### config.mk
export PLATFORM = sky130hd
export DESIGN_NAME = cart_bank_select_sequencer_flat
export DESIGN_NICKNAME = d
export VERILOG_FILES = /design/src/rtl/core/cbss_pkg.sv /design/src/rtl/core/cbss_if.sv /design/src/rtl/core/cbss_decode.sv /design/src/rtl/core/cbss_emit.sv /design/src/rtl/core/cart_bank_select_sequencer.sv /design/src/flat_wrapper.sv
export SDC_FILE = /design/constraint.sdc
export NUM_CORES = 1
export LEC_CHECK = 0
export ABC_AREA = 1
export BUFFER_PORTS_ARGS = -buffer_cell sky130_fd_sc_hd__buf_2
export CAP_MARGIN = 20
export CORE_MARGIN = 5
export CORE_UTILIZATION = 45
export DETAILED_ROUTE_END_ITERATION = 6
export HOLD_SLACK_MARGIN = 0.06
export PLACE_DENSITY = 0.72
export REMOVE_ABC_BUFFERS = 1
export SLEW_MARGIN = 20
export SYNTH_ARGS = -nofsm -noshare
export SYNTH_HDL_FRONTEND = slang
export SYNTH_SLANG_ARGS = --single-unit
export TNS_END_PERCENT = 5
### constraint.sdc
create_clock -name clk -period 3.2 [get_ports clk]
set_clock_uncertainty 0.2 [all_clocks]
set_input_delay 0.64 -clock clk [delete_from_list [all_inputs] [get_ports clk]]
set_output_delay 0.64 -clock clk [all_outputs]
set_load 0.01 [all_outputs]
### src/rtl/core/cbss_pkg.sv
`timescale 1ns / 1ps
// Package for the cartridge bank select sequencer: field widths, mapper and
// status codes, adapter addresses and the write script types.
// No dependencies.
package cbss_pkg;

	localparam int BANK_W     = 9;
	localparam int ADDR_W     = 16;
	localparam int BYTE_W     = 8;
	localparam int STATUS_W   = 2;
	localparam int MK_W       = 4;
	localparam int CFG_IDX_W  = 2;
	localparam int CFG_DATA_W = 4;
	localparam int SCRIPT_LEN = 6;
	localparam int COUNT_W    = 3;
	localparam int IDX_W      = 3;

	localparam logic [MK_W-1:0] MK_ROM_ONLY = 4'd0;
	localparam logic [MK_W-1:0] MK_MBC1     = 4'd1;
	localparam logic [MK_W-1:0] MK_MBC2     = 4'd2;
	localparam logic [MK_W-1:0] MK_MBC3     = 4'd3;
	localparam logic [MK_W-1:0] MK_MBC4     = 4'd4;
	localparam logic [MK_W-1:0] MK_MBC5     = 4'd5;
	localparam logic [MK_W-1:0] MK_MMM01    = 4'd6;
	localparam logic [MK_W-1:0] MK_CAMERA   = 4'd7;
	localparam logic [MK_W-1:0] MK_HUC1     = 4'd8;

	localparam logic [STATUS_W-1:0] ST_OK     = 2'd0;
	localparam logic [STATUS_W-1:0] ST_UNADDR = 2'd1;
	localparam logic [STATUS_W-1:0] ST_RANGE  = 2'd2;

	localparam logic [CFG_IDX_W-1:0] CFG_MAPPER_KIND = 2'd0;
	localparam logic [CFG_IDX_W-1:0] CFG_RAM_PRESENT = 2'd1;

	localparam logic [ADDR_W-1:0] ADDR_CTRL    = 16'hA00C;
	localparam logic [ADDR_W-1:0] ADDR_BANK_LO = 16'hE100;
	localparam logic [ADDR_W-1:0] ADDR_MODE    = 16'hE016;
	localparam logic [ADDR_W-1:0] ADDR_BANK_HI = 16'hC000;
	localparam logic [ADDR_W-1:0] ADDR_RAM_SEL = 16'hE000;

	localparam logic [BYTE_W-1:0] BYTE_OFF    = 8'h00;
	localparam logic [BYTE_W-1:0] BYTE_ON     = 8'h01;
	localparam logic [BYTE_W-1:0] BYTE_RAM_EN = 8'h0A;

	typedef enum logic [2:0] {
		SEQ_SINGLE    = 3'd0,
		SEQ_LOW       = 3'd1,
		SEQ_HIGH_LOW  = 3'd2,
		SEQ_RAM_FULL  = 3'd3,
		SEQ_RAM_SHORT = 3'd4,
		SEQ_REJECT    = 3'd5
	} seq_kind_t;

	typedef struct packed {
		logic              mode;
		logic [BANK_W-1:0] bank_number;
	} req_t;

	typedef struct packed {
		logic              write_valid;
		logic [ADDR_W-1:0] pak_address;
		logic [BYTE_W-1:0] write_byte;
	} entry_t;

	typedef struct packed {
		logic [STATUS_W-1:0]          status;
		logic [COUNT_W-1:0]           count;
		entry_t [SCRIPT_LEN-1:0]      entry;
	} script_t;

	function automatic entry_t wr(input logic [ADDR_W-1:0] addr, input logic [BYTE_W-1:0] data);
		entry_t e;
		e.write_valid = 1'b1;
		e.pak_address = addr;
		e.write_byte  = data;
		return e;
	endfunction

endpackage

### src/rtl/core/cbss_if.sv
`timescale 1ns / 1ps
// Channel interfaces of the bank select sequencer: request, result and
// configuration write. Depends on cbss_pkg.
interface cbss_req_if;
	logic                       valid;
	logic                       ready;
	logic                       mode;
	logic [cbss_pkg::BANK_W-1:0] bank_number;
	modport source (output valid, output mode, output bank_number, input ready);
	modport sink (input valid, input mode, input bank_number, output ready);
endinterface

interface cbss_res_if;
	logic                          valid;
	logic                          ready;
	logic                          write_valid;
	logic [cbss_pkg::ADDR_W-1:0]   pak_address;
	logic [cbss_pkg::BYTE_W-1:0]   write_byte;
	logic                          last;
	logic [cbss_pkg::STATUS_W-1:0] status;
	modport source (output valid, output write_valid, output pak_address, output write_byte,
		output last, output status, input ready);
	modport sink (input valid, input write_valid, input pak_address, input write_byte,
		input last, input status, output ready);
endinterface

interface cbss_cfg_if;
	logic                            valid;
	logic                            ready;
	logic [cbss_pkg::CFG_IDX_W-1:0]  index;
	logic [cbss_pkg::CFG_DATA_W-1:0] data;
	modport source (output valid, output index, output data, input ready);
	modport sink (input valid, input index, input data, output ready);
endinterface

### src/rtl/core/cbss_decode.sv
`timescale 1ns / 1ps
// Request register and decoder: turns a registered bank select request into
// the script of adapter writes for the configured mapper. Depends on cbss_pkg, cbss_if.
module cbss_decode (
	input  logic                        clk,
	input  logic                        arst_n,
	cbss_req_if.sink                    req,
	input  logic [cbss_pkg::MK_W-1:0]   mapper_kind,
	input  logic                        ram_present,
	output logic                        script_valid,
	output cbss_pkg::script_t           script,
	input  logic                        script_take
);
	import cbss_pkg::*;

	logic              valid_s1;
	req_t              req_s1;
	seq_kind_t         kind;
	logic [STATUS_W-1:0] rej;
	logic [BYTE_W-1:0] low;
	logic [BYTE_W-1:0] upper;
	logic [BANK_W-1:0] b;
	logic              ram_full;

	assign req.ready    = !valid_s1 || script_take;
	assign script_valid = valid_s1;

	always_ff @(posedge clk or negedge arst_n) begin
		if (!arst_n) begin
			valid_s1 <= 1'b0;
		end else if (req.ready) begin
			valid_s1 <= req.valid;
		end
	end

	always_ff @(posedge clk) begin
		if (req.valid && req.ready) begin
			req_s1.mode        <= req.mode;
			req_s1.bank_number <= req.bank_number;
		end
	end

	always_comb begin
		b     = req_s1.bank_number;
		kind  = SEQ_REJECT;
		rej   = ST_RANGE;
		low   = b[BYTE_W-1:0];
		upper = BYTE_ON;
		ram_full = ((mapper_kind == MK_MBC1 || mapper_kind == MK_MBC3 ||
			mapper_kind == MK_HUC1) && b <= 9'h003) ||
			((mapper_kind == MK_MBC4 || mapper_kind == MK_MBC5 ||
			mapper_kind == MK_CAMERA) && b <= 9'h00F);
		if (!req_s1.mode) begin
			if (mapper_kind == MK_ROM_ONLY || b == 9'h000) begin
				kind = SEQ_SINGLE;
			end else if (mapper_kind == MK_MBC1 || mapper_kind == MK_HUC1) begin
				if (b == 9'h020 || b == 9'h040 || b == 9'h060) begin
					rej = ST_UNADDR;
				end else if (b > 9'h07F) begin
					kind = SEQ_REJECT;
				end else if (b > 9'h020) begin
					kind  = SEQ_HIGH_LOW;
					upper = {6'd0, b[6:5]};
					low   = {3'd0, b[4:0]};
				end else begin
					kind = SEQ_LOW;
				end
			end else if (mapper_kind == MK_MBC2 && b <= 9'h00F) begin
				kind = SEQ_LOW;
			end else if (mapper_kind == MK_MBC3 && b <= 9'h07F) begin
				kind = SEQ_LOW;
			end else if (mapper_kind == MK_CAMERA && b <= 9'h03F) begin
				kind = SEQ_LOW;
			end else if (mapper_kind == MK_MBC4 || mapper_kind == MK_MBC5) begin
				if (b > 9'h0FF) begin
					kind = SEQ_HIGH_LOW;
				end else begin
					kind = SEQ_LOW;
				end
			end
		end else begin
			if (!ram_present || mapper_kind == MK_ROM_ONLY) begin
				kind = SEQ_REJECT;
			end else if (ram_full) begin
				kind = SEQ_RAM_FULL;
			end else if (mapper_kind == MK_MBC2) begin
				kind = SEQ_RAM_SHORT;
			end
		end

		script.status = ST_OK;
		script.count  = 3'd1;
		script.entry  = '0;
		case (kind)
			SEQ_SINGLE: begin
				script.entry[0] = wr(ADDR_CTRL, b[BYTE_W-1:0]);
			end
			SEQ_LOW: begin
				script.count    = 3'd3;
				script.entry[0] = wr(ADDR_CTRL, BYTE_OFF);
				script.entry[1] = wr(ADDR_BANK_LO, low);
				script.entry[2] = wr(ADDR_CTRL, BYTE_ON);
			end
			SEQ_HIGH_LOW: begin
				script.count    = 3'd6;
				script.entry[0] = wr(ADDR_CTRL, BYTE_ON);
				script.entry[1] = wr(ADDR_MODE, BYTE_OFF);
				script.entry[2] = wr(ADDR_BANK_HI, upper);
				script.entry[3] = wr(ADDR_CTRL, BYTE_OFF);
				script.entry[4] = wr(ADDR_BANK_LO, low);
				script.entry[5] = wr(ADDR_CTRL, BYTE_ON);
			end
			SEQ_RAM_FULL: begin
				script.count    = 3'd5;
				script.entry[0] = wr(ADDR_CTRL, BYTE_OFF);
				script.entry[1] = wr(ADDR_BANK_HI, BYTE_RAM_EN);
				script.entry[2] = wr(ADDR_CTRL, BYTE_ON);
				script.entry[3] = wr(ADDR_RAM_SEL, BYTE_ON);
				script.entry[4] = wr(ADDR_BANK_HI, b[BYTE_W-1:0]);
			end
			SEQ_RAM_SHORT: begin
				script.count    = 3'd2;
				script.entry[0] = wr(ADDR_CTRL, BYTE_OFF);
				script.entry[1] = wr(ADDR_BANK_HI, BYTE_RAM_EN);
			end
			default: begin
				script.status = rej;
			end
		endcase
	end

endmodule

### src/rtl/core/cbss_emit.sv
`timescale 1ns / 1ps
// Write sequencer: holds one script and issues its entries one per cycle
// into the result register while that is not stalled. Depends on cbss_pkg, cbss_if.
module cbss_emit (
	input  logic              clk,
	input  logic              arst_n,
	input  logic              script_valid,
	input  cbss_pkg::script_t script,
	output logic              script_take,
	cbss_res_if.source        res
);
	import cbss_pkg::*;

	logic                active_q;
	script_t             script_q;
	logic [IDX_W-1:0]    idx_q;
	logic                out_free;
	logic                step;
	logic                at_last;
	logic                fin;
	logic                res_valid_q;
	entry_t              res_entry_q;
	logic                res_last_q;
	logic [STATUS_W-1:0] res_status_q;

	assign out_free    = !res_valid_q || res.ready;
	assign step        = active_q && out_free;
	assign at_last     = (idx_q == (script_q.count - 3'd1));
	assign fin         = step && at_last;
	assign script_take = script_valid && (!active_q || fin);

	always_ff @(posedge clk or negedge arst_n) begin
		if (!arst_n) begin
			active_q <= 1'b0;
			idx_q    <= '0;
		end else if (script_take) begin
			active_q <= 1'b1;
			idx_q    <= '0;
		end else if (fin) begin
			active_q <= 1'b0;
		end else if (step) begin
			idx_q <= idx_q + 3'd1;
		end
	end

	always_ff @(posedge clk) begin
		if (script_take) begin
			script_q <= script;
		end
	end

	always_ff @(posedge clk or negedge arst_n) begin
		if (!arst_n) begin
			res_valid_q <= 1'b0;
		end else if (step) begin
			res_valid_q <= 1'b1;
		end else if (res.ready) begin
			res_valid_q <= 1'b0;
		end
	end

	always_ff @(posedge clk) begin
		if (step) begin
			res_entry_q  <= script_q.entry[idx_q];
			res_last_q   <= at_last;
			res_status_q <= script_q.status;
		end
	end

	assign res.valid       = res_valid_q;
	assign res.write_valid = res_entry_q.write_valid;
	assign res.pak_address = res_entry_q.pak_address;
	assign res.write_byte  = res_entry_q.write_byte;
	assign res.last        = res_last_q;
	assign res.status      = res_status_q;

endmodule

### src/rtl/core/cart_bank_select_sequencer.sv
`timescale 1ns / 1ps
// Top level of the cartridge bank select sequencer: configuration registers,
// request decoder and write sequencer. Depends on cbss_pkg, cbss_if, cbss_decode, cbss_emit.
//
//   port  kind   direction  payload
//   req   valid/ready  in   mode, bank_number
//   res   valid/ready  out  write_valid, pak_address, write_byte, last, status
//   cfg   valid/ready  in   index, data (always ready)
//
// A request gives one to six results, one per cycle while the result is not stalled;
// it passes through the request register, the script register and the result
// register, and back-to-back requests follow with no gap.
// Reset clears the configuration to rom only with no ram and empties all stages.
// A stalled result holds; the request register takes the next request meanwhile.
module cart_bank_select_sequencer (
	input  logic      clk,
	input  logic      arst_n,
	cbss_req_if.sink  req,
	cbss_res_if.source res,
	cbss_cfg_if.sink  cfg
);
	import cbss_pkg::*;

	logic [MK_W-1:0] mapper_kind_q;
	logic            ram_present_q;
	logic            script_valid;
	logic            script_take;
	script_t         script;

	assign cfg.ready = 1'b1;

	always_ff @(posedge clk or negedge arst_n) begin
		if (!arst_n) begin
			mapper_kind_q <= MK_ROM_ONLY;
			ram_present_q <= 1'b0;
		end else if (cfg.valid && cfg.ready) begin
			case (cfg.index)
				CFG_MAPPER_KIND: mapper_kind_q <= cfg.data[MK_W-1:0];
				CFG_RAM_PRESENT: ram_present_q <= cfg.data[0];
				default: begin
				end
			endcase
		end
	end

	cbss_decode u_decode (
		.clk          (clk),
		.arst_n       (arst_n),
		.req          (req),
		.mapper_kind  (mapper_kind_q),
		.ram_present  (ram_present_q),
		.script_valid (script_valid),
		.script       (script),
		.script_take  (script_take)
	);

	cbss_emit u_emit (
		.clk          (clk),
		.arst_n       (arst_n),
		.script_valid (script_valid),
		.script       (script),
		.script_take  (script_take),
		.res          (res)
	);

	// A rejected request is a single result that carries an error status.
	a_reject_last: assert property (@(posedge clk) disable iff (!arst_n)
		res.valid && !res.write_valid |-> res.last && res.status != ST_OK)
		else $error("rejected result without last or error status");

	// Every write belongs to an accepted request and reports success.
	a_write_ok: assert property (@(posedge clk) disable iff (!arst_n)
		res.valid && res.write_valid |-> res.status == ST_OK)
		else $error("write result with error status");

	// A script is only taken from the decoder when it holds a request.
	a_take_valid: assert property (@(posedge clk) disable iff (!arst_n)
		script_take |-> script_valid)
		else $error("script taken without a pending request");

endmodule
### src/flat_wrapper.sv
// flat-port wrapper written by rule: the top's interface ports become plain ports
module cart_bank_select_sequencer_flat import cbss_pkg::*;
  (clk, arst_n, req_valid, req_mode, req_bank_number, req_ready, res_valid, res_write_valid, res_pak_address, res_write_byte, res_last, res_status, res_ready, cfg_valid, cfg_index, cfg_data, cfg_ready);
  cbss_req_if req_i ();
  cbss_res_if res_i ();
  cbss_cfg_if cfg_i ();
  input  logic clk;
  input  logic arst_n;
  input wire logic [$bits(req_i.valid)-1:0] req_valid;
  input wire logic [$bits(req_i.mode)-1:0] req_mode;
  input wire logic [$bits(req_i.bank_number)-1:0] req_bank_number;
  output wire logic [$bits(req_i.ready)-1:0] req_ready;
  output wire logic [$bits(res_i.valid)-1:0] res_valid;
  output wire logic [$bits(res_i.write_valid)-1:0] res_write_valid;
  output wire logic [$bits(res_i.pak_address)-1:0] res_pak_address;
  output wire logic [$bits(res_i.write_byte)-1:0] res_write_byte;
  output wire logic [$bits(res_i.last)-1:0] res_last;
  output wire logic [$bits(res_i.status)-1:0] res_status;
  input wire logic [$bits(res_i.ready)-1:0] res_ready;
  input wire logic [$bits(cfg_i.valid)-1:0] cfg_valid;
  input wire logic [$bits(cfg_i.index)-1:0] cfg_index;
  input wire logic [$bits(cfg_i.data)-1:0] cfg_data;
  output wire logic [$bits(cfg_i.ready)-1:0] cfg_ready;
  assign req_i.valid = req_valid;
  assign req_i.mode = req_mode;
  assign req_i.bank_number = req_bank_number;
  assign req_ready = req_i.ready;
  assign res_valid = res_i.valid;
  assign res_write_valid = res_i.write_valid;
  assign res_pak_address = res_i.pak_address;
  assign res_write_byte = res_i.write_byte;
  assign res_last = res_i.last;
  assign res_status = res_i.status;
  assign res_i.ready = res_ready;
  assign cfg_i.valid = cfg_valid;
  assign cfg_i.index = cfg_index;
  assign cfg_i.data = cfg_data;
  assign cfg_ready = cfg_i.ready;
  cart_bank_select_sequencer u_core (.clk(clk), .arst_n(arst_n), .req(req_i), .res(res_i), .cfg(cfg_i));
endmodule
==> out/results.ini <==
[setup_path]
critPathLaunchType=register
crit_arrival_ns=1.78
slowest_delay_ns=0.38
path_class=reg2out
cp_common_cell=nand2_1
required_ns=2.36
crit_fanout=4
end_kind=primary output
crit_chain=inv_1, ha_1, xnor2_1, a21oi_1, nand2_1, nand2_1, nand2_1, nand2_1, buf_2
crit_slowest_cell=edfxtp_1

[detailed_routing]
via_count=2625
drc=0
wl_met3_um=526
post_drt_wl_per_cell_um=13.5
dr.max_layer_used=met4
wl_mm=7.07
m1WireLength_mm=3.06
initialDrtViolationCount=193
wl_met2_mm=3.40
first_pass_iters=4
ant_nets=0
viasPerCell=5.02

[timing]
fmaxAchievable_mhz=382
fin_crit_ns=2.62
relSlewSlack=0.519
finalCritPeriodShare=0.817
setup_violations=0
rsz0062_at_grt=no
slew_viol_final=0
hold_violations=0
tns_ns=0
hold_ws_ns=0.220
worstMarginPinSlew_ns=0.720

[floorplanning]
initial_core_util=0.458
die-height_um=101
die_w_um=101
die_area_um2=10300
placementRows=33
pin_count=52
core-area_um2=8180

[global_route]
overflow=0
grt_max_degree=42
grt_pass1_vias=2437
grt_usage=0.148
antenna_found_initial=0
grt_pass1_wl_mm=11.7

[yosys]
ys_seq_area_frac=0.626
synth_top_area_cell=edfxtp_1
synth_most_common_cell=nand2_1
synth-main-ff-cell=edfxtp_1
synth_cell_types=36
synth_edf_count=69
synth_warnings=0
syn_area_per_cell_um2=10.2
netlist_top_cells_area=edfxtp_1 (55%), nand2_1 (7.6%), dfrtp_1 (7.3%)
synth_seq_cells=80
synth_top_cell_area_share=0.553
syn-cell-area_um2=3750
async_reset_ff_frac=0.138
synth_cells=367
synth_top_cells_by_count=nand2_1 (76), edfxtp_1 (69), nor2_1 (47), inv_1 (39), nand3_1 (30)

[power_and_ir_drop]
vdd_ir_drop_max_uv=413
p_leak_uw=0.00188
total_power_uw=3740
power_density_nw_per_um2=878

[job]
maxCapViolCount=0

[placed_design]
post-dp-hpwl_mm=5.04
gp_congestion=0.816
io_buffers=42

[cells_and_area]
final_layout_size_suffix_gt1_frac=0.194
diodes=0
area_growth_pct=13.7
layout.nets=436

[cts]
cts_max_level=3
clkSinkCount=80
clk_latency_ns=0.34
cts.path.max_buffers=2
root_buffer=clkbuf_8
cts_tree=done
cts_made_buffers=9
clkTransAtPathRegs_ns=0.08

[hold_path]
min_path_type=reg2reg

[status]
outcome=finished clean

[state kept, by name, summed over array words and instances, names as in the netlist]
signal / flops
u_core.u_emit.res.valid: 1
u_core.u_emit.script_q: 41
u_core.mapper_kind_q: 4
u_core.u_emit.res.last: 1
u_core.u_decode.b: 9
u_core.u_emit.res.write_byte: 8
u_core.u_decode.script_valid: 1
u_core.u_emit.active_q: 1
u_core.ram_present_q: 1
u_core.u_emit.res.status: 2
u_core.u_emit.idx_q: 3
u_core.u_emit.res.write_valid: 1
u_core.u_decode.req_s1: 1
u_core.u_emit.res.pak_address: 6
[per-layer routing]
layer  vias up  track usage
li1       1298            -
met1      1237        0.198
met2        83        0.236
met3         7       0.0399
met4         0       0.0450
met5         -            0
[worst paths after layout]
check                                            startpoint  slack, ns                            to  cells past startpoint
worst max-delay path            u_core.u_emit.script_q[150]       0.58                     req_ready                      9
worst min-delay path            u_core.u_emit.script_q[153]       0.22   u_core.u_emit.res.status[0]                      0
worst max register to register  u_core.u_emit.script_q[150]       0.96    u_core.u_emit.script_q[30]                     11
worst min register to register  u_core.u_emit.script_q[153]       0.22   u_core.u_emit.res.status[0]                      0
max in group asynchronous                            arst_n       2.09          u_core.ram_present_q                      2
min in group asynchronous                            arst_n       0.50  u_core.u_decode.script_valid                      2
[cell usage in the layout, fill, tap and decap left out, types with 2 or more instances in the layout]
master,netlist,final
clkbuf_8,0,9
a21oi_1,8,8
buf_4,12,3
clkinv_4,0,2
inv_2,3,3
nand2_2,6,6
ha_1,2,2
bufinv_16,0,2
conb_1,2,9
clkbuf_1,4,2
o31ai_1,2,2
nand4_1,5,5
o211ai_1,6,6
nand3_4,2,2
nor2_2,2,2
nand3_2,2,2
xor2_1,2,2
o21ai_1,3,3
nor2_1,47,47
nand3_1,30,30
edfxtp_1,69,69
nor3_1,2,2
dfrtp_1,11,11
nand2_1,76,76
nand3b_1,2,2
o21ai_0,15,15
inv_1,39,39
nor2_4,3,3
buf_2,2,42
[worst max-delay path: cells and delay by family (launching register included)]
family	cells	cell delay, ns
AO/OA/AOI/OAI	1	0.12
AND/OR/NAND/NOR	4	0.35
flip-flops	1	0.38
adder cells (fa/ha/maj)	1	0.24
buffers and inverters	2	0.23
XOR/XNOR	1	0.12
[what timing repair did]
| action | in CTS | in global routing |
|---|---|---|
| buffers inserted | 0 | 0 |
| hold buffers | 1 | 0 |
| setup endpoints to repair | 0 | 0 |
| endpoints found under the hold margin | 11 | 0 |
| resized for setup | 0 | 0 |
[logic make-up after synthesis]
kind of cell               count (synthesis)  synth area share
AOI/OAI and AO/OA                         37            0.0578
xor gates and xnor gates                   3           0.00701
adders and majority gates                  2           0.00668
buffers and inverters                     62            0.0755
DFF                                       80             0.626
muxes                                      1           0.00300
other                                      2           0.00200
and+or+nand+nor                          180             0.222
[power by group]
| group | total, µW | internal (µW) | switching, µW |
|---|---|---|---|
| Combinational | 1200 | 390 | 813 |
| Sequential | 1750 | 1600 | 148 |
| Clock | 791 | 440 | 351 |
[area by class of cell]
type                            count  area, µm²
Timing Repair Buffer               47        263
Tap cell                          105        131
Sequential cell                    80       2350
Multi-Input combinational cell    232       1140
Clock inverter                      5       81.3
Fill cell                         727       3910
Clock buffer                       11        131
Inverter                           43        164
[stage by stage]
step / instance area [µm²] / instances / setup WS [ns] / util
after CTS: 4260 / 523 / 0.560 / 0.521
after detailed placement: 4040 / 506 / 0.948 / 0.494
final: 4260 / 523 / 0.584 / 0.521
after global routing: 4260 / 523 / 0.352 / 0.521
after global placement: 4040 / 506 / 0.954 / 0.494
after floorplan: 3650 / 355 / 0.450 / -
No activity file was read; power rests on OpenSTA's default activity.
